`src/design/ist_pkg.sv`:
```
// Shared types and constants for the integer set table.
package ist_pkg;

    localparam int CAPACITY = 16;
    localparam int CNT_W    = $clog2(CAPACITY + 1);
    localparam int DATA_W   = 32;

    typedef enum logic [1:0] {
        OP_ADD     = 2'd0,
        OP_REMOVE  = 2'd1,
        OP_MEMBER  = 2'd2,
        OP_EXTRACT = 2'd3
    } t_op;

    // per-word update command broadcast to every cell
    typedef struct packed {
        logic shift_back;   // take the newer neighbor's entry (add)
        logic remove;       // take the older neighbor's entry if at or past the hit
        logic shift_front;  // take the older neighbor's entry (extract)
    } t_cell_ctl;

endpackage

```
`src/design/ist_cell.sv`:
```
// One slot of the table: holds an entry, compares it and moves it to a neighbor.
module ist_cell
    import ist_pkg::*;
(
    input  logic                     i_clk,
    input  t_cell_ctl                i_ctl,
    input  logic                     i_slot_valid,
    input  logic signed [DATA_W-1:0] i_elem,
    input  logic signed [DATA_W-1:0] i_newer,
    input  logic signed [DATA_W-1:0] i_older,
    input  logic                     i_hit,
    output logic                     o_hit,
    output logic signed [DATA_W-1:0] o_entry
);

    logic signed [DATA_W-1:0] r_entry;

    // hit ripples from the newest slot toward the oldest
    assign o_hit   = i_hit | (i_slot_valid && (r_entry == i_elem));
    assign o_entry = r_entry;

    always_ff @(posedge i_clk) begin
        if (i_ctl.shift_back) begin
            r_entry <= i_newer;
        end else if (i_ctl.shift_front || (i_ctl.remove && o_hit)) begin
            r_entry <= i_older;
        end
    end

endmodule

```
`src/design/integer_set_table.sv`:
```
// Integer set table: a chain of compare-and-shift cells holding distinct values, newest first.
// A set of up to CAPACITY distinct signed 32-bit values, newest first. Each word on the input
// is add, remove, member test or extract newest; each gives one result word with ok, the
// extracted value (zero unless an extract succeeded) and the count after the request. One
// word is taken per clock cycle: every cell compares its entry with the request in the same
// cycle, a hit flag ripples down the chain of cells, and all cells shift at the next edge.
// The result is registered; the input stalls only while a result is
// held back by a stalled output.
module integer_set_table
    import ist_pkg::*;
(
    input  logic                     i_clk,
    input  logic                     i_rst_n,
    input  logic                     i_valid,
    output logic                     o_stall,
    input  logic [1:0]               i_op,
    input  logic signed [DATA_W-1:0] i_elem,
    output logic                     o_valid,
    input  logic                     i_stall,
    output logic                     o_ok,
    output logic signed [DATA_W-1:0] o_data_out,
    output logic [CNT_W-1:0]         o_count
);

    logic                     r_out_valid;
    logic                     r_ok;
    logic signed [DATA_W-1:0] r_data;
    logic [CNT_W-1:0]         r_count;

    logic                     n_ok;
    logic signed [DATA_W-1:0] n_data;
    logic [CNT_W-1:0]         n_count;

    logic                     w_accept;
    logic                     w_found;
    logic                     w_full;
    t_cell_ctl                w_ctl;

    logic                     w_hit   [0:CAPACITY];
    logic signed [DATA_W-1:0] w_entry [0:CAPACITY-1];

    assign o_stall  = r_out_valid && i_stall;
    assign w_accept = i_valid && !o_stall;
    assign w_full   = (r_count == CNT_W'(CAPACITY));
    assign w_hit[0] = 1'b0;
    assign w_found  = w_hit[CAPACITY];

    genvar g;
    generate
        for (g = 0; g < CAPACITY; g++) begin : g_cell
            logic signed [DATA_W-1:0] w_newer;
            logic signed [DATA_W-1:0] w_older;

            if (g == 0) begin : g_first
                assign w_newer = i_elem;
            end else begin : g_mid
                assign w_newer = w_entry[g-1];
            end
            if (g == CAPACITY - 1) begin : g_last
                assign w_older = w_entry[g];
            end else begin : g_inner
                assign w_older = w_entry[g+1];
            end

            ist_cell u_cell (
                .i_clk        (i_clk),
                .i_ctl        (w_ctl),
                .i_slot_valid (CNT_W'(g) < r_count),
                .i_elem       (i_elem),
                .i_newer      (w_newer),
                .i_older      (w_older),
                .i_hit        (w_hit[g]),
                .o_hit        (w_hit[g+1]),
                .o_entry      (w_entry[g])
            );
        end
    endgenerate

    always_comb begin
        w_ctl   = '0;
        n_ok    = 1'b0;
        n_data  = '0;
        n_count = r_count;
        case (t_op'(i_op))
            OP_ADD: begin
                if (!w_found && !w_full) begin
                    n_ok             = 1'b1;
                    n_count          = r_count + 1'b1;
                    w_ctl.shift_back = w_accept;
                end
            end
            OP_REMOVE: begin
                if (w_found) begin
                    n_ok         = 1'b1;
                    n_count      = r_count - 1'b1;
                    w_ctl.remove = w_accept;
                end
            end
            OP_MEMBER: begin
                n_ok = w_found;
            end
            OP_EXTRACT: begin
                if (r_count != '0) begin
                    n_ok              = 1'b1;
                    n_data            = w_entry[0];
                    n_count           = r_count - 1'b1;
                    w_ctl.shift_front = w_accept;
                end
            end
            default: begin
                n_ok = 1'b0;
            end
        endcase
    end

    always_ff @(posedge i_clk) begin
        if (!i_rst_n) begin
            r_out_valid <= 1'b0;
            r_count     <= '0;
        end else begin
            if (w_accept) begin
                r_out_valid <= 1'b1;
                r_count     <= n_count;
            end else if (!i_stall) begin
                r_out_valid <= 1'b0;
            end
        end
    end

    always_ff @(posedge i_clk) begin
        if (w_accept) begin
            r_ok   <= n_ok;
            r_data <= n_data;
        end
    end

    assign o_valid    = r_out_valid;
    assign o_ok       = r_ok;
    assign o_data_out = r_data;
    assign o_count    = r_count;

`ifndef SYNTH
    a_count_bound: assert property (@(posedge i_clk) disable iff (!i_rst_n)
        r_count <= CNT_W'(CAPACITY))
        else $error("count above capacity");

    a_add_grows: assert property (@(posedge i_clk) disable iff (!i_rst_n)
        (w_accept && i_op == OP_ADD && n_ok) |=> (r_count == $past(r_count) + 1'b1))
        else $error("successful add did not grow count");

    a_empty_extract: assert property (@(posedge i_clk) disable iff (!i_rst_n)
        (w_accept && i_op == OP_EXTRACT && r_count == '0) |=> (!o_ok && o_data_out == '0))
        else $error("extract from empty table reported data");

    a_data_zero: assert property (@(posedge i_clk) disable iff (!i_rst_n)
        (o_valid && !o_ok) |-> (o_data_out == '0))
        else $error("failed request carries data");
`endif

endmodule
```
`config.mk`:
```
export PLATFORM = sky130hd
export DESIGN_NAME = integer_set_table
export DESIGN_NICKNAME = d
export VERILOG_FILES = /design/src/design/ist_pkg.sv /design/src/design/ist_cell.sv /design/src/design/integer_set_table.sv
export SDC_FILE = /design/constraint.sdc
export NUM_CORES = 1
export LEC_CHECK = 0
export ABC_AREA = 0
export BUFFER_PORTS_ARGS = -buffer_cell sky130_fd_sc_hd__buf_2
export CORE_UTILIZATION = 55
export DETAILED_ROUTE_END_ITERATION = 7
export PLACE_DENSITY = 0.74
export SYNTH_ARGS = -nofsm -noshare
export SYNTH_HDL_FRONTEND = slang
export SYNTH_SLANG_ARGS = --single-unit
```
`constraint.sdc`:
```
create_clock -name i_clk -period 6.11 [get_ports i_clk]
set_input_delay 1.833 -clock i_clk [delete_from_list [all_inputs] [get_ports i_clk]]
set_output_delay 1.833 -clock i_clk [all_outputs]
set_load 0.03 [all_outputs]
```
==> results of run 1 <==
-- path summary, 6_finish.rpt --
path | end | slack [ps]
worst min-delay path | g_cell[15].u_cell.o_entry[10] | 490
worst max register to register | g_cell[4].u_cell.o_entry[28] | 1520
worst max-delay path | g_cell[4].u_cell.o_entry[28] | 800
worst min register to register | g_cell[15].u_cell.o_entry[10] | 490
-- registers in the layout (all words and copies together) (netlist names) --
register	flops
g_cell.u_cell.o_entry	512
o_data_out	32
o_count	5
o_ok	1
o_valid	1
-- power by group --
| group | total [W] | internal [W] | switching, W |
|---|---|---|---|
| Sequential | 0.00464 | 0.00442 | 0.000218 |
| Clock | 0.00346 | 0.00194 | 0.00152 |
| Combinational | 0.00114 | 0.000403 | 0.000735 |
-- cell families (layout without fill, tap and decap cells) --
kind of cell	count (synthesis)	in the layout	synth area share
adders and majority gates	7	7	0.002924
xor gates and xnor gates	512	512	0.1497
other	0	2	0
buffers and inverters	141	277	0.03166
DFF	551	551	0.5504
AOI/OAI and AO/OA	46	46	0.01007
and+or+nand+nor	368	368	0.07348
muxes	484	484	0.1818
-- routing by layer --
| metal | up-vias | wire [um] | GRT usage |
|---|---|---|---|
| met3 | 132 | 13670 | 0.1486 |
| li1 | 8039 | - | - |
| met4 | 4 | 1881 | 0.06793 |
| met1 | 9749 | 38790 | 0.4825 |
| met2 | 1109 | 39150 | 0.4743 |
| met5 | - | 19 | 0 |
-- area by class of cell --
cell class	count	area (sq um)
Tap cell	696	870.8
Antenna cell	2	5.005
Fill cell	4087	20760
Multi-Input combinational cell	1417	12620
Inverter	14	52.55
Clock buffer	83	1629
Timing Repair Buffer	153	1206
Sequential cell	551	16490
Clock inverter	27	188.9
-- cells in the final DEF (no fill, tap or decap), drive strengths merged, types with 4 or more instances in the layout --
| cell | netlist | routed |
|---|---|---|
| buf | 121 | 153 |
| nor3 | 33 | 33 |
| inv | 14 | 15 |
| nor4 | 125 | 125 |
| o21ai | 17 | 17 |
| mux2i | 5 | 5 |
| or3 | 11 | 11 |
| nor2 | 21 | 21 |
| nand4 | 50 | 50 |
| dfxtp | 6 | 6 |
| nand2 | 35 | 35 |
| mux2 | 479 | 479 |
| clkinv | 0 | 24 |
| and2 | 33 | 33 |
| nand3 | 27 | 27 |
| clkbuf | 6 | 83 |
| xnor2 | 123 | 123 |
| edfxtp | 545 | 545 |
| and4 | 4 | 4 |
| xor2 | 389 | 389 |
| nand4b | 5 | 5 |
| nand2b | 9 | 9 |
| a21oi | 7 | 7 |
| ha | 7 | 7 |
-- critical path, delay by kind of cell --
kind          cells  cell delay (ps)
xor+xnor          1              600
buf+inv           3             1140
mux               1              370
simple gates      6             1580
-- per-stage QoR --
stage / area (sq um) / cells / util
after floorplan: 29950 / 2109 / -
final: 33060 / 2943 / 0.6143
after CTS: 33050 / 2941 / 0.6142
after detailed placement: 31240 / 2831 / 0.5804
after global routing: 33050 / 2941 / 0.6142
after global placement: 31240 / 2831 / 0.5804
==> Flow_metrics.wiki, run 1 <==
{| class="wikitable"
! Metric !! Value
|-
| Iteration-0 DRC count of the detailed router || 2474
|-
| Register-to-Register Path Depth || 10
|-
| Result of the run || completed
|-
| Master cell of the clock root buffer || clkbuf_16
|-
| Highest cell delay on the worst timing path || 600 ps
|-
| Launch point of the worst path || i_elem[31]
|-
| Global route overflow || 0
|-
| Number of buffers inserted by port buffering || 77
|-
| Die Span Y || 235.4 um
|-
| Layout cell share with drive strength beyond 1 || 0.1194
|-
| Nets || approximately 2200
|-
| Setup Skew || approximately 17 ps
|-
| Slew HR || 0.3069
|-
| Final weighted congestion in routability-driven placement || 1.014
|-
| Synthesized net count || 2154
|-
| Antenna-violating nets left || 0
|-
| I/O Pins || just under 80
|-
| Category of the critical setup timing path || in2reg
|-
| F_max || 0.1884 GHz
|-
| Hold crit path type || reg2reg
|-
| Post-placement setup slack || 347.8 ps
|-
| Count of buffers added by post-CTS timing repair for setup || 0
|-
| EDFF count, synth || 545
|-
| Number of buffers added by the clock tree synthesis step || 60
|-
| Post-detailed-placement half-perimeter wirelength || between 60000 and 70000 um
|-
| Arrival @ worst endpoint || 5690 ps
|-
| Slew Viols, Final || 0
|-
| Vias after detailed routing || 19030
|-
| Post-synth cell types || 52
|-
| Most area-consuming cells after synthesis || edfxtp_1 (55%), mux2_1 (18%), xor2_1 (11%), xnor2_1 (3.6%), nor4_1 (2.5%)
|-
| Detailed-route vias per instance || ~6.5
|-
| Worst VDD drop || 0.0002487 V
|-
| Ranking of synthesized cells by instance count || edfxtp_1 (545), mux2_1 (466), xor2_1 (389)
|-
| Clock transition at the registers of the reported paths || 60 ps
|-
| Shortest period the worst path allows || 5307 ps
|-
| Worst reg2reg path startpoint || o_count[2]
|-
| Dominant cell by count in the synthesized netlist || edfxtp_1
|-
| Average cell area after synthesis || 14.20 sq um
|-
| Power density over cell area || between 200 and 300 nW/um^2
|-
| FF+latch count, synth || 551
|-
| First-pass GRT wire length || 134100 um
|-
| Number of detailed-routing iterations run before antenna repair || 6
|-
| Critical path capture point type || flip-flop
|-
| Cells along the critical path || buf_2, xor2_1, nor4_1, nand3_1, nor3_1, nor2_1, nand4b_4, nor4_4, buf_12, buf_4, mux2_1
|-
| Syn. warnings || 0
|-
| Dominant cell type by area after synthesis || edfxtp_1
|-
| Largest net degree at the start of global routing || 71
|-
| Die ar. || 55400 sq um
|-
| Post-Synthesis Cell Area || 29950 sq um
|-
| Standard cell with the maximum stage delay on the critical path || xor2_1
|-
| Global router's overall resource usage || 0.3376
|-
| Post-route DRC || 0
|-
| Worst slack on hold paths || 490.2 ps
|-
| Number of antenna violations at the first check in global routing || 5
|-
| Slew at the pin closest to its max-slew limit || 1030 ps
|-
| Worst Slack Setup Final || 803.2 ps
|-
| Setup violations, final || 0
|-
| H-tree lvl count || 2
|-
| Main flop type after synthesis || edfxtp_1
|-
| Hold path startpoint || g_cell[14].u_cell.o_entry[10]
|-
| Leakage || 11.26 nW
|-
| Number of hold violations in the final report || 0
|-
| Core box area || about 54000 sq um
|-
| Async SR Flop Fraction || 0
|-
| Initial Util || 0.5566
|-
| Number of instances in the synthesized netlist || around 2100
|-
| Drt total wl || 93500 um
|-
| Synth-to-layout area growth || 10.37%
|-
| Total Neg Setup Slack || 0 ps
|-
| Portion of the clock cycle consumed by the worst path in the final layout || 0.8685
|-
| Clock sink total || 551
|-
| TritonCTS clock tree || done
|-
| Kind of start point of the critical path || primary input
|-
| Max Cap Viol || 0
|-
| Die width || 235.4 um
|-
| Detailed-route wire length per cell || 31.77 um
|-
| CP required || 6490 ps
|-
| Yosys top cell area share || 0.5464
|-
| Sequential cell area fraction in the yosys report || 0.5504
|-
| Instance count along the most critical hold path || 0
|-
| Num rows || 85
|-
| Cts-stage hold buffer count || 0
|-
| Maximum fanout along the worst path || 70
|-
| Via count of the first global-routing pass || 18600
|-
| RSZ-0062 raised after global routing || no
|-
| Post-cts sizing count || 0
|-
| Clk Latency, worst-skew pair || about 640 ps
|-
| Longest Clk Path Bufs || 3
|-
| Total power of the final layout || 0.009232 W
|}
Note: power is estimated with default switching activity, not from simulation.
==> run 2: changes to the inputs <==
Settings changed: RECOVER_POWER set to 25.
==> Flow_metrics.wiki, run 2 (synthesized netlist as in run 1, its figures left out) <==
{| class="wikitable"
! Metric !! Value
|-
| Result of the run || finished, violations left (was completed)
|-
| Violations in the final reports || max-capacitance violations, max-slew violations
|-
| Core box area || 53810 sq um (unchanged)
|-
| R2R Path End || g_cell[4].u_cell.o_entry[28] (unchanged)
|-
| H-tree lvl count || 2 (unchanged)
|-
| Clk Latency, worst-skew pair || 640 ps (about the same)
|-
| Shortest period the worst path allows || 5509 ps (was 5307 ps)
|-
| Vias after detailed routing || 18960 (was 19030)
|-
| Cells along the critical path || buf_2, xor2_1, nor4_1, nand4_1, nor4_1, clkbuf_1, nor4_4, nand4b_1, o31a_1, o21ai_0, nand2b_1, clkbuf_4 (was buf_2, xor2_1, nor4_1, nand3_1, nor3_1, nor2_1, nand4b_4, nor4_4, buf_12, buf_4, mux2_1)
|-
| Synth-to-layout area growth || 9.996% (was 10.37%)
|-
| Most common cell type on the critical path || nor4_1
|-
| I/O Pins || 78 (unchanged)
|-
| Number of detailed-routing iterations run before antenna repair || 5 (was 6)
|-
| Worst setup path endpoint || g_cell[14].u_cell.o_entry[12] (was g_cell[4].u_cell.o_entry[28])
|-
| Max Cap Viol || 1 (was 0)
|-
| Worst Slack Setup Final || 601.3 ps (was 803.2 ps)
|-
| Commonest cells after routing, fill and taps aside || edfxtp_1 (545), mux2_1 (466), xor2_1 (389), xnor2_1 (123), nor4_1 (123) (was edfxtp_1 (545), mux2_1 (466), xor2_1 (389), xnor2_1 (123), nor4_1 (122))
|-
| Post-detailed-placement half-perimeter wirelength || 69500 um (unchanged)
|-
| Flip-flop count of the largest register after layout || 512 (unchanged)
|-
| Maximum fanout along the worst path || 32 (was 70)
|-
| Largest net degree at the start of global routing || 71 (unchanged)
|-
| Layout cell share with drive strength beyond 1 || 0.09710 (was 0.1194)
|-
| Clk pwr share || 0.375 (was 0.374)
|-
| F_max || 0.1815 GHz (was 0.1884 GHz)
|-
| Commonest non-fill, non-tap cell in the layout || edfxtp_1 (unchanged)
|-
| Number of antenna violations at the first check in global routing || 5 (unchanged)
|-
| Master cell of the clock root buffer || clkbuf_16 (unchanged)
|-
| Number of buffers inserted by port buffering || 77 (unchanged)
|-
| Slew Viols, Final || 37 (was 0)
|-
| Worst reg2reg path startpoint || o_count[2] (unchanged)
|-
| Final standard cell utilization of the core || 0.6122 (was 0.6143)
|-
| First-pass GRT wire length || 134100 um (unchanged)
|-
| GR Layer Usage met2 || 0.4743 (unchanged)
|-
| Drt total wl || 93590 um (was 93500 um)
|-
| Slew HR || -0.3493 (was 0.3069)
|-
| Category of the critical setup timing path || in2reg (unchanged)
|-
| Number of hold violations in the final report || 0 (unchanged)
|-
| Post-Layout Cell Count || 2943 (unchanged)
|-
| Highest cell delay on the worst timing path || 690 ps (was 600 ps)
|-
| Worst VDD drop || 0.0002510 V (was 0.0002487 V)
|-
| Iteration-0 DRC count of the detailed router || 2452 (was 2474)
|-
| Die Span Y || 235.4 um (unchanged)
|-
| Worst reg2reg setup slack || 1360 ps (was 1520 ps)
|-
| Sequential group share of total power || 0.503 (was 0.502)
|-
| Power density over cell area || 280.0 nW/um^2 (was 279.3 nW/um^2)
|-
| Number of buffers added by the clock tree synthesis step || 60 (unchanged)
|-
| Post-cts sizing count || 0 (unchanged)
|-
| Initial Util || 0.5566 (unchanged)
|-
| Setup Skew || 27.69 ps (was 17.16 ps)
|-
| Hold crit path type || reg2reg (unchanged)
|-
| Net switching power of the design || 0.002473 W (was 0.002475 W)
|-
| Count of buffers added by post-CTS timing repair for setup || 0 (unchanged)
|-
| Arrival @ worst endpoint || 5760 ps (was 5690 ps)
|-
| Cts-stage hold buffer count || 0 (unchanged)
|-
| Kind of start point of the critical path || primary input (unchanged)
|-
| Clock transition at the registers of the reported paths || 60 ps (about the same)
|-
| Switching part of the total power || 0.2681 (about the same)
|-
| Cell Int Power || 0.006751 W (was 0.006757 W)
|-
| Post-route DRC || 0 (unchanged)
|-
| Final weighted congestion in routability-driven placement || 1.014 (unchanged)
|-
| Nets || 2242 (unchanged)
|-
| Total Neg Setup Slack || 0 ps (unchanged)
|-
| Met3 Use GR || 0.1486 (unchanged)
|-
| Slew at the pin closest to its max-slew limit || 2024 ps (was 1030 ps)
|-
| Global router's overall resource usage || 0.3376 (unchanged)
|-
| Met1 Usage GRT || 0.4825 (unchanged)
|-
| Antenna-violating nets left || 0 (unchanged)
|-
| Global route overflow || 0 (unchanged)
|-
| Die ar. || 55400 sq um (unchanged)
|-
| Post-placement setup slack || 347.8 ps (unchanged)
|-
| Launch point of the worst path || i_elem[30] (was i_elem[31])
|-
| Combinational power share || 0.123 (about the same)
|-
| Via count of the first global-routing pass || 18600 (unchanged)
|-
| Detailed-route vias per instance || 6.442 (was 6.467)
|-
| CP required || 6360 ps (was 6490 ps)
|-
| Longest Clk Path Bufs || 3 (unchanged)
|-
| Die width || 235.4 um (unchanged)
|-
| Register-to-Register Path Depth || 10 (unchanged)
|-
| Busiest layer in global routing || met1 (unchanged)
|-
| TritonCTS clock tree || done (unchanged)
|-
| Critical path capture point type || flip-flop (unchanged)
|-
| RSZ-0062 raised after global routing || no (unchanged)
|-
| Placed cell count || 2831 (unchanged)
|-
| Clock sink total || 551 (unchanged)
|-
| Leakage || 11.07 nW (was 11.26 nW)
|-
| Setup violations, final || 0 (unchanged)
|-
| Standard cell with the maximum stage delay on the critical path || nor4_1 (was xor2_1)
|-
| Portion of the clock cycle consumed by the worst path in the final layout || 0.9016 (was 0.8685)
|-
| Detailed-route wire length per cell || 31.80 um (was 31.77 um)
|-
| Num rows || 85 (unchanged)
|}
## run 2: metrics by stage
stage	hold WS (ps)	cell area [sq um]	power (W)
2_1_floorplan	463.2	29950	0.005343
3_3_place_gp	470.8	31240	0.005782
3_5_place_dp	481.6	31240	0.005806
4_1_cts	489.3	33050	0.009221
5_1_grt	503.7	32940	0.009456
6_report	490.5	32950	0.009224
## run 2: worst min path at each step
stage	start	end	depth (start not counted)	slack, ps
finish	g_cell[14].u_cell.o_entry[10]	g_cell[15].u_cell.o_entry[10]	0	490
global route	g_cell[14].u_cell.o_entry[4]	g_cell[15].u_cell.o_entry[4]	0	500
CTS	g_cell[14].u_cell.o_entry[10]	g_cell[15].u_cell.o_entry[10]	0	490
detailed placement	g_cell[14].u_cell.o_entry[8]	g_cell[15].u_cell.o_entry[8]	0	480
global placement	g_cell[14].u_cell.o_entry[0]	g_cell[15].u_cell.o_entry[0]	0	470
floorplan	g_cell[14].u_cell.o_entry[0]	g_cell[15].u_cell.o_entry[0]	0	460
## run 2: final cells by class
class | instances | area (sq um)
Multi-Input combinational cell | 1417 | 12590
Fill cell | 4127 | 20870
Antenna cell | 2 | 5.005
Sequential cell | 551 | 16490
Clock inverter | 27 | 188.9
Tap cell | 696 | 870.8
Clock buffer | 83 | 1629
Timing Repair Buffer | 153 | 1124
Inverter | 14 | 52.55
## run 2: power by group through the flow
| stage | clock network (W) | registers [W] | logic (W) |
|---|---|---|---|
| final | 0.00346 | 0.00464 | 0.00113 |
| after global routing | 0.00362 | 0.00465 | 0.00118 |
| after CTS | 0.00349 | 0.00463 | 0.00111 |
| after detailed placement | 0 | 0.00471 | 0.00110 |
| after global placement | 0 | 0.00470 | 0.00108 |
| after floorplan | 0 | 0.00465 | 0.000697 |
## run 2: per-layer routing
metal,part of all wire,vias to the layer above
met1,0.41,9659
met2,0.42,1121
met4,0.021,4
li1,-,8048
met3,0.15,128
met5,0.00020,-
## run 2: critical path, delay by kind of cell
kind / cells / cell delay, ps
buf+inv: 3 / 1290
compound gates: 2 / 250
simple gates: 6 / 2030
xor+xnor: 1 / 310
